==> src/rtl/dspadpcm_pkg.sv <==
// ----------------------------------------------------------------------------
// dspadpcm_pkg
// Types and constants shared by the controller, the datapath and the top level
// of the two-tap ADPCM decoder.
// ----------------------------------------------------------------------------
package dspadpcm_pkg;

   // Frame layout: one header byte followed by data bytes.
   localparam int FRAME_BYTES = 8;
   localparam int POS_W       = $clog2(FRAME_BYTES);

   // Configuration port.
   localparam int CSR_INDEX_W = 8;
   localparam int CSR_DATA_W  = 64;
   localparam int NUM_COEF_REGS = 4;

   localparam logic [CSR_INDEX_W-1:0] CSR_COEFS_0_1    = 8'd0;
   localparam logic [CSR_INDEX_W-1:0] CSR_COEFS_2_3    = 8'd1;
   localparam logic [CSR_INDEX_W-1:0] CSR_COEFS_4_5    = 8'd2;
   localparam logic [CSR_INDEX_W-1:0] CSR_COEFS_6_7    = 8'd3;
   localparam logic [CSR_INDEX_W-1:0] CSR_INIT_HISTORY = 8'd4;

   // Arithmetic. The scaled nibble reaches 2^29 in magnitude and each product
   // 2^30, so a 34-bit signed accumulator can never overflow.
   localparam int SAMPLE_W   = 16;
   localparam int ACC_W      = 34;
   localparam int FRAC_BITS  = 11;
   localparam int RES_W      = ACC_W - FRAC_BITS;
   localparam int ROUND_BIAS = 1024;

   localparam logic signed [SAMPLE_W-1:0] SAMPLE_MAX = 16'sh7FFF;
   localparam logic signed [SAMPLE_W-1:0] SAMPLE_MIN = -16'sh8000;

   // Commands from the controller to the datapath.
   typedef struct packed {
      logic load_history;  // restart: take the history from initial_history
      logic load_header;   // latch scale shift and predictor index
      logic load_byte;     // latch a data byte
      logic do_mul;        // form the products for one nibble
      logic nibble_lo;     // select the low nibble for do_mul
      logic do_add;        // finish a sample, shift the history, fill output
      logic last;          // the sample finished is the second of its byte
      logic write_err;     // fill the output with an error result
   } dp_cmd_type;

   // Status from the datapath to the controller.
   typedef struct packed {
      logic header_bad;    // predictor index of the offered byte is above 7
   } dp_status_type;

endpackage

==> src/rtl/dspadpcm_ctrl.sv <==
// ----------------------------------------------------------------------------
// dspadpcm_ctrl
// Sequencer of the decoder: frame position, sticky error, handshakes and the
// per-sample multiply and accumulate steps.
// ----------------------------------------------------------------------------
module dspadpcm_ctrl
   import dspadpcm_pkg::*;
(
   input  logic          clock,
   input  logic          reset,
   input  logic          req_valid,
   output logic          req_stall,
   input  logic          req_restart,
   input  logic          req_block_start,
   output logic          rsp_valid,
   input  logic          rsp_stall,
   input  dp_status_type status,
   output dp_cmd_type    cmd
);

   typedef enum logic [5:0] {
      ST_IDLE   = 6'b000001,
      ST_MUL_HI = 6'b000010,
      ST_ADD_HI = 6'b000100,
      ST_MUL_LO = 6'b001000,
      ST_ADD_LO = 6'b010000,
      ST_ERR    = 6'b100000
   } state_type;

   state_type        state_ff, state_in;
   logic [POS_W-1:0] pos_ff, pos_in;
   logic             err_ff, err_in;
   logic             rsp_valid_ff, rsp_valid_in;
   logic             slot_free;
   logic             eff_err;
   logic [POS_W-1:0] eff_pos;

   assign req_stall = (state_ff != ST_IDLE);
   assign rsp_valid = rsp_valid_ff;
   assign slot_free = !rsp_valid_ff || !rsp_stall;

   // Restart and block start act before the byte itself is looked at.
   assign eff_err = req_restart ? 1'b0 : err_ff;
   assign eff_pos = (req_restart || req_block_start) ? '0 : pos_ff;

   always_comb begin
      state_in     = state_ff;
      pos_in       = pos_ff;
      err_in       = err_ff;
      rsp_valid_in = rsp_valid_ff && rsp_stall;
      cmd          = '0;
      unique case (state_ff)
         ST_IDLE: begin
            if (req_valid) begin
               cmd.load_history = req_restart;
               pos_in           = eff_pos;
               err_in           = eff_err;
               if (!eff_err) begin
                  if (eff_pos == '0) begin
                     if (status.header_bad) begin
                        err_in   = 1'b1;
                        state_in = ST_ERR;
                     end else begin
                        cmd.load_header = 1'b1;
                        pos_in          = POS_W'(1);
                     end
                  end else begin
                     cmd.load_byte = 1'b1;
                     state_in      = ST_MUL_HI;
                  end
               end
            end
         end
         ST_MUL_HI: begin
            cmd.do_mul = 1'b1;
            state_in   = ST_ADD_HI;
         end
         ST_ADD_HI: begin
            if (slot_free) begin
               cmd.do_add   = 1'b1;
               rsp_valid_in = 1'b1;
               state_in     = ST_MUL_LO;
            end
         end
         ST_MUL_LO: begin
            cmd.do_mul    = 1'b1;
            cmd.nibble_lo = 1'b1;
            state_in      = ST_ADD_LO;
         end
         ST_ADD_LO: begin
            if (slot_free) begin
               cmd.do_add   = 1'b1;
               cmd.last     = 1'b1;
               rsp_valid_in = 1'b1;
               pos_in       = (pos_ff == POS_W'(FRAME_BYTES - 1)) ? '0 : pos_ff + POS_W'(1);
               state_in     = ST_IDLE;
            end
         end
         ST_ERR: begin
            if (slot_free) begin
               cmd.write_err = 1'b1;
               rsp_valid_in  = 1'b1;
               state_in      = ST_IDLE;
            end
         end
         default: begin
            state_in = ST_IDLE;
         end
      endcase
   end

   always_ff @(posedge clock) begin
      if (reset) begin
         state_ff     <= ST_IDLE;
         pos_ff       <= '0;
         err_ff       <= 1'b0;
         rsp_valid_ff <= 1'b0;
      end else begin
         state_ff     <= state_in;
         pos_ff       <= pos_in;
         err_ff       <= err_in;
         rsp_valid_ff <= rsp_valid_in;
      end
   end

endmodule

==> src/rtl/dspadpcm_datapath.sv <==
// ----------------------------------------------------------------------------
// dspadpcm_datapath
// Coefficient and history registers, the two history multipliers, the
// accumulate, round and saturate step and the result register.
// ----------------------------------------------------------------------------
module dspadpcm_datapath
   import dspadpcm_pkg::*;
(
   input  logic                       clock,
   input  logic                       reset,
   input  logic                       csr_write,
   input  logic [CSR_INDEX_W-1:0]     csr_index,
   input  logic [CSR_DATA_W-1:0]      csr_data,
   input  logic [7:0]                 req_frame_byte,
   input  dp_cmd_type                 cmd,
   output dp_status_type              status,
   output logic signed [SAMPLE_W-1:0] rsp_pcm_sample,
   output logic                       rsp_last_of_pair,
   output logic                       rsp_bad_predictor
);

   logic [CSR_DATA_W-1:0]      coefs_ff [NUM_COEF_REGS];
   logic [2*SAMPLE_W-1:0]      init_hist_ff;
   logic signed [SAMPLE_W-1:0] newest_ff, newest_in;
   logic signed [SAMPLE_W-1:0] older_ff, older_in;
   logic [3:0]                 shift_ff;
   logic [2:0]                 pred_ff;
   logic [7:0]                 byte_ff;
   logic signed [2*SAMPLE_W-1:0] prod1_ff, prod2_ff;
   logic signed [ACC_W-1:0]    scaled_ff;
   logic signed [SAMPLE_W-1:0] out_sample_ff;
   logic                       out_last_ff;
   logic                       out_bad_ff;

   logic [CSR_DATA_W-1:0]      coef_row;
   logic [2*SAMPLE_W-1:0]      coef_pair;
   logic signed [SAMPLE_W-1:0] c1, c2;
   logic [3:0]                 nibble;
   logic signed [ACC_W-1:0]    nibble_ext;
   logic signed [ACC_W-1:0]    acc;
   logic signed [RES_W-1:0]    res;
   logic signed [SAMPLE_W-1:0] sat;

   assign status.header_bad = req_frame_byte[7];

   assign rsp_pcm_sample    = out_sample_ff;
   assign rsp_last_of_pair  = out_last_ff;
   assign rsp_bad_predictor = out_bad_ff;

   // Coefficient pair of the current predictor: even index in the low half.
   assign coef_row  = coefs_ff[pred_ff[2:1]];
   assign coef_pair = pred_ff[0] ? coef_row[63:32] : coef_row[31:0];
   assign c1        = signed'(coef_pair[SAMPLE_W-1:0]);
   assign c2        = signed'(coef_pair[2*SAMPLE_W-1:SAMPLE_W]);

   assign nibble     = cmd.nibble_lo ? byte_ff[3:0] : byte_ff[7:4];
   assign nibble_ext = ACC_W'(signed'(nibble));

   assign acc = scaled_ff + ACC_W'(prod1_ff) + ACC_W'(prod2_ff) + ACC_W'(ROUND_BIAS);
   assign res = RES_W'(acc >>> FRAC_BITS);

   always_comb begin
      if (res > RES_W'(SAMPLE_MAX)) begin
         sat = SAMPLE_MAX;
      end else if (res < RES_W'(SAMPLE_MIN)) begin
         sat = SAMPLE_MIN;
      end else begin
         sat = SAMPLE_W'(res);
      end
   end

   always_comb begin
      newest_in = newest_ff;
      older_in  = older_ff;
      if (cmd.load_history) begin
         newest_in = signed'(init_hist_ff[2*SAMPLE_W-1:SAMPLE_W]);
         older_in  = signed'(init_hist_ff[SAMPLE_W-1:0]);
      end else if (cmd.do_add) begin
         newest_in = sat;
         older_in  = newest_ff;
      end
   end

   // Configuration, history and frame header state.
   always_ff @(posedge clock) begin
      if (reset) begin
         for (int i = 0; i < NUM_COEF_REGS; i++) begin
            coefs_ff[i] <= '0;
         end
         init_hist_ff <= '0;
         newest_ff    <= '0;
         older_ff     <= '0;
         shift_ff     <= '0;
         pred_ff      <= '0;
      end else begin
         if (csr_write) begin
            unique case (csr_index)
               CSR_COEFS_0_1:    coefs_ff[0]  <= csr_data;
               CSR_COEFS_2_3:    coefs_ff[1]  <= csr_data;
               CSR_COEFS_4_5:    coefs_ff[2]  <= csr_data;
               CSR_COEFS_6_7:    coefs_ff[3]  <= csr_data;
               CSR_INIT_HISTORY: init_hist_ff <= csr_data[2*SAMPLE_W-1:0];
               default: ;
            endcase
         end
         newest_ff <= newest_in;
         older_ff  <= older_in;
         if (cmd.load_header) begin
            shift_ff <= req_frame_byte[3:0];
            pred_ff  <= req_frame_byte[6:4];
         end
      end
   end

   // Payload registers: byte, products and the result held for the consumer.
   always_ff @(posedge clock) begin
      if (cmd.load_byte) begin
         byte_ff <= req_frame_byte;
      end
      if (cmd.do_mul) begin
         prod1_ff  <= c1 * newest_ff;
         prod2_ff  <= c2 * older_ff;
         scaled_ff <= (nibble_ext <<< shift_ff) <<< FRAC_BITS;
      end
      if (cmd.do_add) begin
         out_sample_ff <= sat;
         out_last_ff   <= cmd.last;
         out_bad_ff    <= 1'b0;
      end else if (cmd.write_err) begin
         out_sample_ff <= '0;
         out_last_ff   <= 1'b1;
         out_bad_ff    <= 1'b1;
      end
   end

endmodule

==> src/rtl/dsp_adpcm_decoder_top.sv <==
// ----------------------------------------------------------------------------
// dsp_adpcm_decoder_top
// Two-tap predictive 4-bit ADPCM decoder taking one encoded byte per
// transaction and returning up to two 16-bit samples per byte.
// ----------------------------------------------------------------------------
//
//   Channel  Direction  Handshake          Payload
//   req      in         req_valid/stall    frame_byte, restart, block_start
//   rsp      out        rsp_valid/stall    pcm_sample, last_of_pair, bad_predictor
//   csr      in         csr_valid/ready    csr_index, csr_data
//
// A header byte is taken in the idle state and gives no sample. A data byte
// is accepted in the idle state; then, for each nibble, one step forms the
// two history products and a second accumulates, rounds and saturates.
// The second sample needs the first as its history, so the nibbles are
// decoded in turn and no new byte is taken until both are done. A
// predictor error passes through an error state and gives one error result.
// Reset is synchronous and active high; it clears the coefficients, the
// initial history, the sample history and all control state.
// The result register lets a header byte be accepted while a sample waits; a
// stalled output holds the accumulate step until the register is free.
// csr_ready is always high, and writes are expected only while idle.
// ----------------------------------------------------------------------------
module dsp_adpcm_decoder_top
   import dspadpcm_pkg::*;
(
   input  logic                       clock,
   input  logic                       reset,

   // Encoded byte transactions.
   input  logic                       req_valid,
   output logic                       req_stall,
   input  logic [7:0]                 req_frame_byte,
   input  logic                       req_restart,
   input  logic                       req_block_start,

   // Decoded sample transactions.
   output logic                       rsp_valid,
   input  logic                       rsp_stall,
   output logic signed [SAMPLE_W-1:0] rsp_pcm_sample,
   output logic                       rsp_last_of_pair,
   output logic                       rsp_bad_predictor,

   // Register writes.
   input  logic                       csr_valid,
   output logic                       csr_ready,
   input  logic [CSR_INDEX_W-1:0]     csr_index,
   input  logic [CSR_DATA_W-1:0]      csr_data
);

   dp_cmd_type    cmd;
   dp_status_type status;

   // Register writes are never held off.
   assign csr_ready = 1'b1;

   // The controller owns the frame position, the sticky error flag and the
   // output valid flag; the datapath owns every value that is computed.
   dspadpcm_ctrl u_ctrl (
      .clock           (clock),
      .reset           (reset),
      .req_valid       (req_valid),
      .req_stall       (req_stall),
      .req_restart     (req_restart),
      .req_block_start (req_block_start),
      .rsp_valid       (rsp_valid),
      .rsp_stall       (rsp_stall),
      .status          (status),
      .cmd             (cmd)
   );

   dspadpcm_datapath u_datapath (
      .clock             (clock),
      .reset             (reset),
      .csr_write         (csr_valid && csr_ready),
      .csr_index         (csr_index),
      .csr_data          (csr_data),
      .req_frame_byte    (req_frame_byte),
      .cmd               (cmd),
      .status            (status),
      .rsp_pcm_sample    (rsp_pcm_sample),
      .rsp_last_of_pair  (rsp_last_of_pair),
      .rsp_bad_predictor (rsp_bad_predictor)
   );

endmodule

==> config.mk <==
export PLATFORM = sky130hd
export DESIGN_NAME = dsp_adpcm_decoder_top
export DESIGN_NICKNAME = d
export VERILOG_FILES = /design/src/rtl/dspadpcm_pkg.sv /design/src/rtl/dspadpcm_ctrl.sv /design/src/rtl/dspadpcm_datapath.sv /design/src/rtl/dsp_adpcm_decoder_top.sv
export SDC_FILE = /design/constraint.sdc
export NUM_CORES = 2
export LEC_CHECK = 0
export BUFFER_PORTS_ARGS = -buffer_cell sky130_fd_sc_hd__clkbuf_2
export CORE_MARGIN = 1
export CORE_UTILIZATION = 65
export DETAILED_ROUTE_END_ITERATION = 10
export GPL_ROUTABILITY_DRIVEN = 0
export GPL_TIMING_DRIVEN = 0
export HOLD_SLACK_MARGIN = 0.05
export PLACE_DENSITY = 0.83
export SYNTH_ARGS = -nofsm -noshare
export SYNTH_HDL_FRONTEND = slang
export SYNTH_SLANG_ARGS = --single-unit
==> constraint.sdc <==
create_clock -name clock -period 21.4 [get_ports clock]
set_input_delay 2.14 -clock clock [delete_from_list [all_inputs] [get_ports clock]]
set_output_delay 2.14 -clock clock [all_outputs]
set_load 0.03 [all_outputs]
==> metrics.yaml <==
outcome: "completed"
final_cells: 4771
cts_root_buffer: "clkbuf_16"
crit_required_ns: 21.68
clockBufferDepth: 3
ioPinCount: 108
multiInputGateArea_um2: 24900
cts-resized-gates: 0
ir_worst_vdd_mv: 0.0789
grt_pass1_wl_um: 167000
tritoncts: "built"
async_reset_ff_share_pct: 0
fin_crit_ns: 10.29
dr_total_vias: 28500
synth_nets: 4563
grt_antenna_before_repair: 3
period_share_pct: 48.1
antenna_left: 0
max_freq_mhz: 97.2
ys_warn_count: 0
clock_sinks: 449
placed_cells: 4676
drv_cap: 0
setup_viol: 0
placementRows: 91
drt-pass1-iter-count: 6
p_leak_nw: 19.3
wl_um: 108000
ys_ff_latch: 449
synth_flop_cell: "edfxtp_1"
grt_pass1_vias: 29700
routedWlPerCell_um: 22.7
start_util_pct: 65.7
clkSlewWorstSetupHoldPaths_ns: 0.06
finalSetupTns_ns: 0
clock_latency_ns: 0.61
initialDrtViolationCount: 3206
worstSetupEndpointType: "flop"
globalRouteOverflowTotal: 0
worstSetupPathType: "reg2reg"
final_max_slew_viol_count: 0
syn_inst: 3724
hold_viol: 0
layout_setup_ws_ns: 11.11
whs_ns: 0.460
cp_max_fo: 10
postCtsSetupRepairBufs: 0
ys_types: 81
drive_above_1_share_pct: 8.60
tightest_slew_ns: 1.28
skew_ns: 0.0357
port_buffers: 105
syn_to_final_growth_pct: 8.56
die_w_um: 251
drc: 0
avgViaCountPerCell: 5.98
die_area_um2: 63200
core_um2: 61600
cts_made_buffers: 48
num-fill-cells: 4174
worstPathArrival_ns: 10.57
hpwlAfterDp_um: 84700
slew_headroom_pct: 13.9
hold_buffers: 0
ff_latch_area_um2: 12600
hold_class: "reg2reg"
grt_max_degree: 71
synth_edf_count: 364
htreeDepth: 2
startpoint_type: "flop"
seq_area_frac_synth_pct: 31.2
power_density_nw_per_um2: 83.3
place_ws_ns: 11.13
chipHeight_um: 251
synth_area_um2: 40500
rsz0062_at_grt: "no"
fin_util_pct: 71.3
syn_avg_cell_area_um2: 10.9
fin_nets: 4729
grt_usage_pct: 35.1
worst max-delay path, stage by stage (launching register included):
cell and delay [ns]:
dfxtp_1 0.49, clkbuf_1 0.60, buf_1 0.86, mux4_2 0.64, mux2i_1 0.87, clkbuf_1 0.49, nor2b_1 0.14, fa_1 0.60
ha_1 0.16, inv_1 0.05, fa_1 0.48, fa_1 0.56, inv_1 0.05, fa_1 0.47, inv_1 0.05, fa_1 0.52
inv_1 0.05, ha_1 0.36, a21o_1 0.18, a21oi_1 0.14, nor2b_1 0.06, a311oi_1 0.35, a21oi_1 0.22, o41a_1 0.45
o22a_1 0.27, mux2i_1 0.14, a2111oi_0 0.71
cells in the mapped netlist, types with 4 or more instances:
cell type	n	share of area, %
buf_1	12	0.11
nor3_1	31	0.38
nor2b_1	70	1.1
o21bai_1	15	0.28
a21oi_2	10	0.22
o21a_1	11	0.20
o211ai_1	6	0.11
nand2_1	365	3.4
or2_2	11	0.17
dfxtp_1	85	4.2
a21oi_1	126	1.6
mux2_2	29	0.81
ha_1	207	6.4
edfxtp_1	364	27
buf_6	5	0.14
xor2_1	22	0.48
a311oi_1	23	0.50
a221oi_2	12	0.45
fa_1	545	27
inv_1	599	5.6
xnor2_1	61	1.3
a211oi_1	8	0.15
mux4_2	64	3.6
or3_1	6	0.093
o31ai_1	8	0.15
nor3b_1	5	0.093
nor2_1	145	1.3
a21o_1	33	0.61
a22o_1	4	0.087
a211o_1	5	0.11
nand3_1	25	0.31
nand4_1	5	0.077
o22ai_1	4	0.062
a31oi_1	18	0.28
o21ai_0	40	0.49
nand2b_1	36	0.56
clkbuf_1	150	1.4
and3_1	13	0.20
mux2i_1	20	0.49
nor4_1	10	0.15
and2_1	453	7.0
per-layer routing:
metal / up-vias / share of wire (%) / wire length, um / GRT usage [%]
li1: 12400 / - / - / -
met1: 14100 / 37 / 40000 / 45.8
met2: 1742 / 46 / 49500 / 54.5
met3: 355 / 12 / 13400 / 10.6
met4: 0 / 5.1 / 5530 / 15.9
met5: - / 0 / 0 / 0
registers in the layout, summed over array words and instances (netlist names), named ones only:
signal,cells
u_datapath.prod2_ff,32
u_datapath.shift_ff,4
u_datapath.scaled_ff,19
u_ctrl.rsp_valid,1
u_datapath.pred_ff,3
u_datapath.coefs_ff,256
u_datapath.newest_ff,16
u_ctrl.err_ff,1
u_ctrl.pos_ff,3
u_datapath.init_hist_ff,32
u_datapath.older_ff,16
u_datapath.rsp_pcm_sample,16
u_datapath.byte_ff,8
u_datapath.rsp_bad_predictor,1
u_ctrl.state_ff,6
u_datapath.prod1_ff,32
u_datapath.rsp_last_of_pair,1
power breakdown:
part           internal, mW  switching (mW)  leakage [nW]  total, mW
clock network         0.480           0.362         0.753      0.841
registers              1.03          0.0234          4.13       1.06
logic                 0.690            1.07          14.4       1.76
area by class of cell:
type | instances | area share (%)
Clock buffer | 61 | 2.85
Multi-Input combinational cell | 2506 | 56.8
Antenna cell | 5 | 0.0285
Clock inverter | 28 | 0.758
Sequential cell | 449 | 28.8
Tap cell | 837 | 2.38
Timing Repair Buffer | 116 | 1.75
Inverter | 600 | 5.13
Buffer | 169 | 1.54
cell families (layout without fill, tap and decap cells):
family	count (synthesis)	after routing	share of synthesized area, %
other cells	1	6	0.00927
flops	449	449	31.2
fa+ha+maj	752	752	33.4
simple gates	1193	1193	15.3
compound gates	363	363	6.13
buf+inv	769	974	7.24
mux	113	113	4.86
xor+xnor	84	84	1.86
cell usage in the layout (no fill, tap or decap), types with 11 or more instances in the layout:
cell       count
edfxtp_1     364
buf_1         12
mux4_2        64
nor3_1        31
dfxtp_1       85
or2_2         11
nand3_1       25
xor2_1        22
a21o_1        33
and3_1        13
nand2b_1      36
a221oi_2      12
o21ai_0       40
a31oi_1       18
nand2_1      365
o21bai_1      11
clkbuf_1     163
a311oi_1      23
nor2b_1       70
mux2_2        29
nor2_1       144
fa_1         545
mux2i_1       20
o21a_1        11
clkbuf_2     106
a21oi_1      126
inv_1        599
xnor2_1       61
and2_1       452
ha_1         207
clkbuf_16     48
through the flow:
stage               total power [mW]  instance area (um2)
global placement                2.73                42000
detailed placement              2.79                42300
CTS                             3.63                43900
finish                          3.66                43900
floorplan                       2.28                40500
global route                    3.87                43900
worst paths after layout:
| check | startpoint | endpoint | slack (ns) | depth (start not counted) |
|---|---|---|---|---|
| worst max-delay path | flop | u_datapath.prod1_ff[24] | 11.11 | 26 |
| worst min register to register | u_datapath.init_hist_ff[11] | u_datapath.init_hist_ff[11] | 0.46 | 2 |
| worst max register to register | flop | u_datapath.prod1_ff[24] | 11.11 | 26 |
| worst min-delay path | u_datapath.init_hist_ff[11] | u_datapath.init_hist_ff[11] | 0.46 | 2 |
Power figures use the tool's default switching activity.
